--- config.mk ---
export PLATFORM = sky130hd
export DESIGN_NAME = signed_radix_digit_emitter_unit
export DESIGN_NICKNAME = d
export VERILOG_FILES = /design/src/rtl/core/srde_pkg.sv /design/src/rtl/core/srde_datapath.sv /design/src/rtl/core/srde_ctrl.sv /design/src/rtl/core/signed_radix_digit_emitter_unit.sv
export VERILOG_INCLUDE_DIRS = /design/src /design/src/rtl/core
export SDC_FILE = /design/constraint.sdc
export NUM_CORES = 1
export LEC_CHECK = 0
export BUFFER_PORTS_ARGS = -buffer_cell sky130_fd_sc_hd__buf_2
export CORE_MARGIN = 2
export CORE_UTILIZATION = 63
export CTS_BUF_LIST = sky130_fd_sc_hd__clkbuf_8
export CTS_CLUSTER_DIAMETER = 120
export CTS_CLUSTER_SIZE = 16
export DETAILED_ROUTE_END_ITERATION = 8
export PLACE_DENSITY = 0.81
export SYNTH_ARGS = -nofsm -noshare
export SYNTH_HDL_FRONTEND = slang
export SYNTH_HIERARCHICAL = 1
export SYNTH_SLANG_ARGS = --single-unit
--- constraint.sdc ---
create_clock -name clk_i -period 9.5 [get_ports clk_i]
set_input_delay 1.9 -clock clk_i [delete_from_list [all_inputs] [get_ports clk_i]]
set_output_delay 1.9 -clock clk_i [all_outputs]
set_load 0.02 [all_outputs]
--- src/rtl/core/signed_radix_digit_emitter_unit_assert.svh ---
// Assertion macros for the signed radix digit emitter.
`ifndef SIGNED_RADIX_DIGIT_EMITTER_UNIT_ASSERT_SVH
`define SIGNED_RADIX_DIGIT_EMITTER_UNIT_ASSERT_SVH

`ifndef ASSERT_OFF

// Check a property on every rising edge outside reset.
`define SRDE_ASSERT(lbl, prop, msg) \
  lbl: assert property (@(posedge clk_i) disable iff (!rst_ni) prop) else $error(msg);

// Check that a condition never holds outside reset.
`define SRDE_ASSERT_NEVER(lbl, cond, msg) \
  lbl: assert property (@(posedge clk_i) disable iff (!rst_ni) !(cond)) else $error(msg);

`else

`define SRDE_ASSERT(lbl, prop, msg)

`define SRDE_ASSERT_NEVER(lbl, cond, msg)

`endif

`endif

--- src/rtl/core/srde_pkg.sv ---
// Shared types and constants for the signed radix digit emitter.
`default_nettype none

package srde_pkg;

  // Field and register widths
  localparam int unsigned VALUE_W     = 32;
  localparam int unsigned CHAR_W      = 8;
  localparam int unsigned RADIX_LEN_W = 5;
  localparam int unsigned ALPHA_W     = 64;
  localparam int unsigned CFG_DATA_W  = 64;
  localparam int unsigned CFG_IDX_W   = 2;
  localparam int unsigned SYM_IDX_W   = 4;
  localparam int unsigned ALPHA_CHARS = 16;
  localparam int unsigned BIT_CNT_W   = 5;

  // Register indexes
  localparam logic [CFG_IDX_W-1:0] REG_RADIX_LEN  = 2'd0;
  localparam logic [CFG_IDX_W-1:0] REG_ALPHA_LOW  = 2'd1;
  localparam logic [CFG_IDX_W-1:0] REG_ALPHA_HIGH = 2'd2;

  // Register reset values: radix 10, alphabet "0123456789ABCDEF"
  localparam logic [RADIX_LEN_W-1:0] RADIX_LEN_RST  = 5'd10;
  localparam logic [ALPHA_W-1:0]     ALPHA_LOW_RST  = 64'h3736_3534_3332_3130;
  localparam logic [ALPHA_W-1:0]     ALPHA_HIGH_RST = 64'h4645_4443_4241_3938;

  // Reserved characters
  localparam logic [CHAR_W-1:0] CHAR_MINUS = 8'h2D;
  localparam logic [CHAR_W-1:0] CHAR_PLUS  = 8'h2B;
  localparam logic [CHAR_W-1:0] CHAR_SPACE = 8'h20;

  // Commands from the controller to the datapath
  typedef struct packed {
    logic load;
    logic div_step;
    logic push;
    logic rd_issue;
    logic out_sign;
    logic out_zero;
    logic out_digit;
  } cmd_t;

  // Status from the datapath to the controller
  typedef struct packed {
    logic alpha_ok;
    logic mag_zero;
    logic neg;
    logic div_last;
    logic store_full;
    logic store_empty;
  } status_t;

endpackage

`default_nettype wire

--- src/rtl/core/srde_datapath.sv ---
// Datapath: config registers, alphabet check, bit-serial divider, digit store, output register.
`default_nettype none

module srde_datapath #(
  parameter int unsigned MAX_RADIX   = 16,
  parameter int unsigned DIGIT_STORE = 32
) (
  input  logic                                clk_i,
  input  logic                                rst_ni,
  input  logic                                cfg_we_i,
  input  logic [srde_pkg::CFG_IDX_W-1:0]      cfg_idx_i,
  input  logic [srde_pkg::CFG_DATA_W-1:0]     cfg_data_i,
  input  logic signed [srde_pkg::VALUE_W-1:0] value_i,
  input  srde_pkg::cmd_t                      cmd_i,
  output srde_pkg::status_t                   status_o,
  output logic                                out_valid_o,
  output logic [srde_pkg::CHAR_W-1:0]         text_char_o,
  output logic                                last_char_o
);

  localparam int unsigned DIG_W = (MAX_RADIX > 2) ? $clog2(MAX_RADIX) : 1;
  localparam int unsigned AW    = $clog2(DIGIT_STORE);
  localparam int unsigned CNT_W = $clog2(DIGIT_STORE + 1);
  localparam int unsigned CMP_W = srde_pkg::RADIX_LEN_W + 1;

  // Pick one alphabet character by index
  function automatic logic [srde_pkg::CHAR_W-1:0] sym_at(
    input logic [srde_pkg::ALPHA_W-1:0]   lo,
    input logic [srde_pkg::ALPHA_W-1:0]   hi,
    input logic [srde_pkg::SYM_IDX_W-1:0] k
  );
    logic [srde_pkg::ALPHA_W-1:0] word;
    word = k[3] ? hi : lo;
    return word[k[2:0]*8 +: 8];
  endfunction

  logic [srde_pkg::RADIX_LEN_W-1:0] radix_len_q;
  logic [srde_pkg::ALPHA_W-1:0]     alpha_low_q;
  logic [srde_pkg::ALPHA_W-1:0]     alpha_high_q;

  logic [srde_pkg::VALUE_W-1:0]     mag_q, mag_d;
  logic                             neg_q, neg_d;
  logic [DIG_W-1:0]                 rem_q, rem_d;
  logic [srde_pkg::BIT_CNT_W-1:0]   bit_cnt_q, bit_cnt_d;
  logic [CNT_W-1:0]                 nd_q, nd_d;
  logic [CNT_W-1:0]                 nd_dec;
  logic [DIG_W-1:0]                 mem [DIGIT_STORE];
  logic [DIG_W-1:0]                 rd_data_q;

  logic                             out_valid_q, out_valid_d;
  logic [srde_pkg::CHAR_W-1:0]      char_q, char_d;
  logic                             last_q, last_d;

  logic [srde_pkg::VALUE_W-1:0]     raw;
  logic [DIG_W:0]                   rem_shift;
  logic                             q_bit;
  logic                             alpha_ok;

  // Config registers
  always_ff @(posedge clk_i or negedge rst_ni) begin
    if (!rst_ni) begin
      radix_len_q  <= srde_pkg::RADIX_LEN_RST;
      alpha_low_q  <= srde_pkg::ALPHA_LOW_RST;
      alpha_high_q <= srde_pkg::ALPHA_HIGH_RST;
    end else if (cfg_we_i) begin
      unique case (cfg_idx_i)
        srde_pkg::REG_RADIX_LEN:  radix_len_q  <= cfg_data_i[srde_pkg::RADIX_LEN_W-1:0];
        srde_pkg::REG_ALPHA_LOW:  alpha_low_q  <= cfg_data_i;
        srde_pkg::REG_ALPHA_HIGH: alpha_high_q <= cfg_data_i;
        default: ;
      endcase
    end
  end

  // Check the alphabet: length range, reserved characters, repeats
  always_comb begin
    logic [srde_pkg::CHAR_W-1:0] ca;
    alpha_ok = (radix_len_q >= srde_pkg::RADIX_LEN_W'(2))
            && (CMP_W'(radix_len_q) <= CMP_W'(MAX_RADIX));
    for (int a = 0; a < srde_pkg::ALPHA_CHARS; a++) begin
      ca = sym_at(alpha_low_q, alpha_high_q, srde_pkg::SYM_IDX_W'(a));
      if (srde_pkg::RADIX_LEN_W'(a) < radix_len_q) begin
        if (ca == srde_pkg::CHAR_MINUS || ca == srde_pkg::CHAR_PLUS ||
            ca == srde_pkg::CHAR_SPACE) begin
          alpha_ok = 1'b0;
        end
        for (int b = a + 1; b < srde_pkg::ALPHA_CHARS; b++) begin
          if (srde_pkg::RADIX_LEN_W'(b) < radix_len_q &&
              sym_at(alpha_low_q, alpha_high_q, srde_pkg::SYM_IDX_W'(b)) == ca) begin
            alpha_ok = 1'b0;
          end
        end
      end
    end
  end

  // One restoring division step: shift in the next dividend bit, subtract if it fits
  assign raw       = $unsigned(value_i);
  assign rem_shift = {rem_q, mag_q[srde_pkg::VALUE_W-1]};
  assign q_bit     = CMP_W'(rem_shift) >= CMP_W'(radix_len_q);
  assign nd_dec    = nd_q - CNT_W'(1);

  always_comb begin
    mag_d     = mag_q;
    neg_d     = neg_q;
    rem_d     = rem_q;
    bit_cnt_d = bit_cnt_q;
    nd_d      = nd_q;
    if (cmd_i.load) begin
      neg_d     = raw[srde_pkg::VALUE_W-1];
      mag_d     = raw[srde_pkg::VALUE_W-1] ? (~raw + srde_pkg::VALUE_W'(1)) : raw;
      rem_d     = '0;
      bit_cnt_d = '0;
      nd_d      = '0;
    end else if (cmd_i.div_step) begin
      mag_d     = {mag_q[srde_pkg::VALUE_W-2:0], q_bit};
      rem_d     = q_bit ? DIG_W'(CMP_W'(rem_shift) - CMP_W'(radix_len_q))
                        : DIG_W'(rem_shift);
      bit_cnt_d = bit_cnt_q + srde_pkg::BIT_CNT_W'(1);
    end else if (cmd_i.push) begin
      rem_d     = '0;
      bit_cnt_d = '0;
      nd_d      = nd_q + CNT_W'(1);
    end else if (cmd_i.rd_issue) begin
      nd_d      = nd_dec;
    end
  end

  always_ff @(posedge clk_i or negedge rst_ni) begin
    if (!rst_ni) begin
      bit_cnt_q <= '0;
      nd_q      <= '0;
    end else begin
      bit_cnt_q <= bit_cnt_d;
      nd_q      <= nd_d;
    end
  end

  always_ff @(posedge clk_i) begin
    mag_q <= mag_d;
    neg_q <= neg_d;
    rem_q <= rem_d;
  end

  // Digit store: write the remainder, read back in reverse order
  always_ff @(posedge clk_i) begin
    if (cmd_i.push) begin
      mem[nd_q[AW-1:0]] <= rem_q;
    end
  end

  always_ff @(posedge clk_i) begin
    if (cmd_i.rd_issue) begin
      rd_data_q <= mem[nd_dec[AW-1:0]];
    end
  end

  // Output register: one beat per strobe
  always_comb begin
    out_valid_d = cmd_i.out_sign | cmd_i.out_zero | cmd_i.out_digit;
    if (cmd_i.out_sign) begin
      char_d = srde_pkg::CHAR_MINUS;
      last_d = 1'b0;
    end else if (cmd_i.out_zero) begin
      char_d = sym_at(alpha_low_q, alpha_high_q, '0);
      last_d = 1'b1;
    end else begin
      char_d = sym_at(alpha_low_q, alpha_high_q, srde_pkg::SYM_IDX_W'(rd_data_q));
      last_d = (nd_q == '0);
    end
  end

  always_ff @(posedge clk_i or negedge rst_ni) begin
    if (!rst_ni) begin
      out_valid_q <= 1'b0;
    end else begin
      out_valid_q <= out_valid_d;
    end
  end

  always_ff @(posedge clk_i) begin
    if (out_valid_d) begin
      char_q <= char_d;
      last_q <= last_d;
    end
  end

  // Status to the controller
  assign status_o.alpha_ok    = alpha_ok;
  assign status_o.mag_zero    = (mag_q == '0);
  assign status_o.neg         = neg_q;
  assign status_o.div_last    = (bit_cnt_q == srde_pkg::BIT_CNT_W'(srde_pkg::VALUE_W - 1));
  assign status_o.store_full  = (nd_q == CNT_W'(DIGIT_STORE - 1));
  assign status_o.store_empty = (nd_q == '0);

  assign out_valid_o = out_valid_q;
  assign text_char_o = char_q;
  assign last_char_o = last_q;

endmodule

`default_nettype wire

--- src/rtl/core/srde_ctrl.sv ---
// Controller: sequences load, sign, division per digit, and reverse emission.
`default_nettype none

module srde_ctrl (
  input  logic              clk_i,
  input  logic              rst_ni,
  input  logic              start_i,
  input  srde_pkg::status_t status_i,
  output srde_pkg::cmd_t    cmd_o,
  output logic              busy_o
);

  typedef enum logic [5:0] {
    ST_IDLE = 6'b000001,
    ST_SIGN = 6'b000010,
    ST_DIV  = 6'b000100,
    ST_PUSH = 6'b001000,
    ST_READ = 6'b010000,
    ST_EMIT = 6'b100000
  } state_e;

  state_e state_q, state_d;

  // Next state and commands
  always_comb begin
    state_d = state_q;
    cmd_o   = '0;
    unique case (state_q)
      ST_IDLE: begin
        if (start_i) begin
          cmd_o.load = 1'b1;
          state_d    = ST_SIGN;
        end
      end
      ST_SIGN: begin
        if (!status_i.alpha_ok) begin
          state_d = ST_IDLE;
        end else if (status_i.mag_zero) begin
          cmd_o.out_zero = 1'b1;
          state_d        = ST_IDLE;
        end else begin
          cmd_o.out_sign = status_i.neg;
          state_d        = ST_DIV;
        end
      end
      ST_DIV: begin
        cmd_o.div_step = 1'b1;
        if (status_i.div_last) begin
          state_d = ST_PUSH;
        end
      end
      ST_PUSH: begin
        cmd_o.push = 1'b1;
        if (status_i.mag_zero || status_i.store_full) begin
          state_d = ST_READ;
        end else begin
          state_d = ST_DIV;
        end
      end
      ST_READ: begin
        cmd_o.rd_issue = 1'b1;
        state_d        = ST_EMIT;
      end
      ST_EMIT: begin
        cmd_o.out_digit = 1'b1;
        if (status_i.store_empty) begin
          state_d = ST_IDLE;
        end else begin
          state_d = ST_READ;
        end
      end
      default: begin
        state_d = ST_IDLE;
      end
    endcase
  end

  always_ff @(posedge clk_i or negedge rst_ni) begin
    if (!rst_ni) begin
      state_q <= ST_IDLE;
    end else begin
      state_q <= state_d;
    end
  end

  assign busy_o = (state_q != ST_IDLE);

endmodule

`default_nettype wire

--- src/rtl/core/signed_radix_digit_emitter_unit.sv ---
// Top level of the signed radix digit emitter: controller plus datapath.
//
//  channel  | ports                                  | handshake
//  ---------+----------------------------------------+-------------------------
//  command  | value_i                                | start && !busy
//  result   | text_char_o, last_char_o               | out_valid_o, one cycle
//  config   | cfg_idx_i, cfg_data_i                  | cfg_we_i
//
// The unit takes no new item while busy; busy stays high until the item's final
// character is registered for output. For each digit the one-bit-per-cycle divider
// runs 32 steps and the remainder is then stored; the digits are read back from
// the digit store in reverse order. Zero, or an unusable alphabet, returns to idle
// from the sign check. The longest item is radix 2 at -2^31, with 32 digits.
// Reset clears the control state and loads the default radix and alphabet.
// Results cannot be held off; each beat is valid for exactly one cycle.
`default_nettype none

module signed_radix_digit_emitter_unit #(
  parameter int unsigned MAX_RADIX   = 16,
  parameter int unsigned DIGIT_STORE = 32
) (
  input  logic                                clk_i,
  input  logic                                rst_ni,
  input  logic                                start,
  output logic                                busy,
  input  logic signed [srde_pkg::VALUE_W-1:0] value_i,
  output logic                                out_valid_o,
  output logic [srde_pkg::CHAR_W-1:0]         text_char_o,
  output logic                                last_char_o,
  input  logic                                cfg_we_i,
  input  logic [srde_pkg::CFG_IDX_W-1:0]      cfg_idx_i,
  input  logic [srde_pkg::CFG_DATA_W-1:0]     cfg_data_i
);

`include "signed_radix_digit_emitter_unit_assert.svh"

  srde_pkg::cmd_t    cmd;
  srde_pkg::status_t status;

  srde_ctrl u_ctrl (
    .clk_i    (clk_i),
    .rst_ni   (rst_ni),
    .start_i  (start),
    .status_i (status),
    .cmd_o    (cmd),
    .busy_o   (busy)
  );

  srde_datapath #(
    .MAX_RADIX   (MAX_RADIX),
    .DIGIT_STORE (DIGIT_STORE)
  ) u_datapath (
    .clk_i       (clk_i),
    .rst_ni      (rst_ni),
    .cfg_we_i    (cfg_we_i),
    .cfg_idx_i   (cfg_idx_i),
    .cfg_data_i  (cfg_data_i),
    .value_i     (value_i),
    .cmd_i       (cmd),
    .status_o    (status),
    .out_valid_o (out_valid_o),
    .text_char_o (text_char_o),
    .last_char_o (last_char_o)
  );

  // An accepted command always occupies the unit in the next cycle
  `SRDE_ASSERT(a_accept_busy, (start && !busy) |=> busy, "accepted item did not raise busy")

  // Beats are never back to back: sign and digits are spaced by store or read cycles
  `SRDE_ASSERT(a_no_adjacent_beats, out_valid_o |=> !out_valid_o, "two result beats in a row")

  // The sign can never close a number, since a valid alphabet excludes it
  `SRDE_ASSERT_NEVER(a_sign_not_last,
    out_valid_o && last_char_o && (text_char_o == srde_pkg::CHAR_MINUS),
    "minus sign flagged as final character")

  // A strobe while idle can only be the final character of the item just done
  `SRDE_ASSERT(a_idle_beat_is_last, (out_valid_o && !busy) |-> last_char_o,
    "non-final beat while idle")

endmodule

`default_nettype wire
==> out/results.tsv <==
stage	metric	value	unit
sta	total negative slack	0	ps
sta	fin crit share	0.637	
clocking	Max Buffers Root-to-Sink	3	
setup_path	crit-path most repeated cell	nor3_1	
synth	EDFF count, synth	174	
power	Leak	0.00937	µW
layout	final net count	2737	
synth	Yosys top cell area share	0.228	
layout	area added between synthesis and finish	3.58	%
layout	commonest non-fill, non-tap cell in the layout	xnor2_1	
floorplan	Core ar.	43300	µm²
clocking	register clock-pin slew on the reported worst setup and hold paths	110	ps
power	Pint	3280	µW
power	net switching power	2700	µW
detailed_routing	Via-to-Cell Ratio	7.16	
status	status	completed	
job	number of max-cap violations	0	
sta	Max-slew headroom	0.116	
detailed_routing	Pre-Repair DR Iteration Count	8	
clocking	CTS tree	done	
setup_path	CP Class	reg2reg	
detailed_routing	DR vias	23100	
layout	most frequent cells in the layout	xnor2_1 (724), xor2_1 (275), nand4_1 (174), edfxtp_1 (174), mux2_2 (140)	
global_routing	vias in the first global route	23100	
synth	synthesized area per cell	10.2	µm²
floorplan	row count	76	
clocking	CTS sink cnt	329	
global_routing	number of antenna violations at the first check in global routing	10	
power	maximum VDD drop	0.000218	V
synth	ranking of synthesized cells by area	xnor2_1 (23%), edfxtp_1 (19%), dfrtp_1 (8.8%)	
clocking	worst skew pair latency	700	ps
global_routing	Total GRT Usage	0.425	
sta	worst slew pin tran	1330	ps
synth	Yosys reg bits	329	
layout	Fillers	3315	
worst_hold_path	Min-Delay Path Class	reg2reg	
synth	Synth area leader	xnor2_1	
place	pre-CTS WS	3670	ps
synth	Mapped Area	27800	µm²
place	hpwl dp	61700	µm
sta	Setup Viol. Count Final	0	
setup_path	crit-path max FO	24	
global_routing	GR Overflow Total	0	
clocking	cts repair resizes	0	
synth	Syn Inst Count	2718	
detailed_routing	routed length per instance	30.5	µm
place	gpl congestion	1.06	
synth	Synthesized Nets	2833	
global_routing	first-pass GRT wire length	147000	µm
floorplan	die area	45800	µm²
layout	layout cells sized above 1	0.197	
setup_path	critical path cell sequence	buf_4 > or2_2 > a31oi_1 > nor3_1 > nor3_1 > nand4_1 > o41ai_1 > nand2_1 > nor3_1 > nand4b_1 > nor3b_1 > or3_1	
sta	final hold vios	0	
setup_path	delay of the slowest critical-path stage	930	ps
floorplan	Die Y	214	µm
sta	PnR worst setup slack	3440	ps
clocking	total CTS buffers	24	
setup_path	R2R depth	12	
floorplan	IO Count	113	
synth	Async S/R FF share, synth	0.459	
power	sequential fraction of design power	0.415	
floorplan	Initial Util	0.642	
sta	Max Freq	0.165	GHz
sta	min Tclk post-route	6060	ps
setup_path	startpoint class of the critical path	register	
detailed_routing	First DRT Iteration DRCs	3307	
sta	RSZ-0062 raised after global routing	no	
detailed_routing	Antenna Nets Post-Route	0	
clocking	Post-CTS Setup Repair Bufs	0	
sta	skew final	64.0	ps
place	Port Buffers	112	
sta	WHS	522	ps
synth	Main synth FF type	edfxtp_1	
sta	Pins Over Slew Limit	0	
power	P per Cell Area	208	nW/µm²
setup_path	slowest CP cell	nor3b_1	
setup_path	Arr. time, crit path	6410	ps
detailed_routing	DRC violations left	0	
clocking	Root Buffer	clkbuf_8	
worst_hold_path	Hold Path Depth	1	
synth	Unique masters post-synth	69	
synth	Seq/Total Area, Yosys	0.330	
setup_path	Req. time, crit path	9860	ps
synth	Synthesis Warnings	6	
floorplan	chip width	214	µm
global_routing	pin count of the biggest net entering global routing	88	
power	combinational share of power	0.464	
detailed_routing	final wirelength	98600	µm
clocking	H-tree levels	1	
power	clock network fraction of total power	0.121	
clocking	hold_buf cts	0	
setup_path	Setup crit end kind	register	
power	Sw Ratio	0.451	
worst paths after layout:
path                                        startpoint                           to  slack, ps
max                          u_datapath/radix_len_q[4]    u_datapath/text_char_o[3]       3440
min                        u_datapath/alpha_high_q[61]  u_datapath/alpha_high_q[61]        520
max reg2reg                  u_datapath/radix_len_q[4]    u_datapath/text_char_o[3]       3440
min reg2reg                u_datapath/alpha_high_q[61]  u_datapath/alpha_high_q[61]        520
max in group asynchronous                       rst_ni           u_datapath/nd_q[0]       6770
min in group asynchronous                       rst_ni   u_datapath/alpha_low_q[30]       1250
kinds of logic after synthesis:
family / synth area share
XOR/XNOR: 0.315
AND/OR/NAND/NOR: 0.129
adder cells (fa/ha/maj): 0.00613
multiplexers: 0.125
flip-flops: 0.330
AO/OA/AOI/OAI: 0.0436
buffers and inverters: 0.0516
layout make-up:
type	instances	area, µm²	area share
Antenna cell	5	12.5	0.000435
Clock inverter	19	88.8	0.00309
Multi-Input combinational cell	2056	17200	0.598
Tap cell	585	732	0.0255
Sequential cell	329	9150	0.318
Clock buffer	24	330	0.0115
Inverter	15	56.3	0.00196
Timing Repair Buffer	196	1200	0.0416
state kept, by name (all words and copies together) (netlist names):
name / count
u_datapath/alpha_high_q: 64
u_datapath/mag_q: 32
u_datapath/text_char_o: 8
u_datapath/rem_q: 4
u_datapath/last_char_o: 1
u_datapath/nd_q: 6
u_datapath/alpha_low_q: 64
u_ctrl/state_q: 6
u_datapath/mem: 128
u_datapath/neg_q: 1
u_datapath/out_valid_o: 1
u_datapath/rd_data_q: 4
u_datapath/radix_len_q: 5
u_datapath/bit_cnt_q: 5
synthesized netlist by cell type, drive strengths merged, types with 6 or more instances:
library cell	n
a211o	6
a21oi	55
a31oi	39
and3	7
and4b	9
buf	221
clkbuf	97
dfrtp	98
dfstp	53
edfxtp	174
ha	12
inv	14
mux2	140
mux2i	9
mux4	80
nand2	48
nand2b	8
nand3	34
nand3b	7
nand4	174
nor2	100
nor2b	7
nor3	68
nor3b	6
nor4	97
nor4b	17
o21ai	40
o31ai	12
o41ai	6
or2	7
or3	19
xnor2	724
xor2	275
through the flow:
stage | util | cell area (µm²) | power, µW | std cells
detailed placement | 0.655 | 28300 | 5110 | 3181
floorplan | - | 27800 | 4300 | 2718
finish | 0.665 | 28800 | 5980 | 3229
global route | 0.664 | 28700 | 6200 | 3224
global placement | 0.655 | 28300 | 4990 | 3181
CTS | 0.664 | 28700 | 5830 | 3224
power groups by stage:
stage               logic [µW]  clock network (µW)  registers [µW]
floorplan                 2470                   0            1830
global placement          2540                   0            2450
detailed placement        2650                   0            2460
CTS                       2670                 738            2430
global route              2940                 781            2480
finish                    2770                 723            2480
worst max-delay path, delay by kind of cell, from the launching register on:
family                 cells  cell delay, ps
buffers and inverters      1             240
AO/OA/AOI/OAI              2            1430
AND/OR/NAND/NOR            9            3660
flip-flops                 1             390
routing by layer:
metal | up-vias | routed length, µm | GRT usage | part of all wire
met5 | - | 75 | 0 | 0.00076
met4 | 12 | 8250 | 0.279 | 0.084
met3 | 648 | 13700 | 0.136 | 0.14
met2 | 1948 | 42500 | 0.640 | 0.43
met1 | 11200 | 34000 | 0.525 | 0.35
li1 | 9336 | - | - | -
Power figures use the tool's default switching activity.
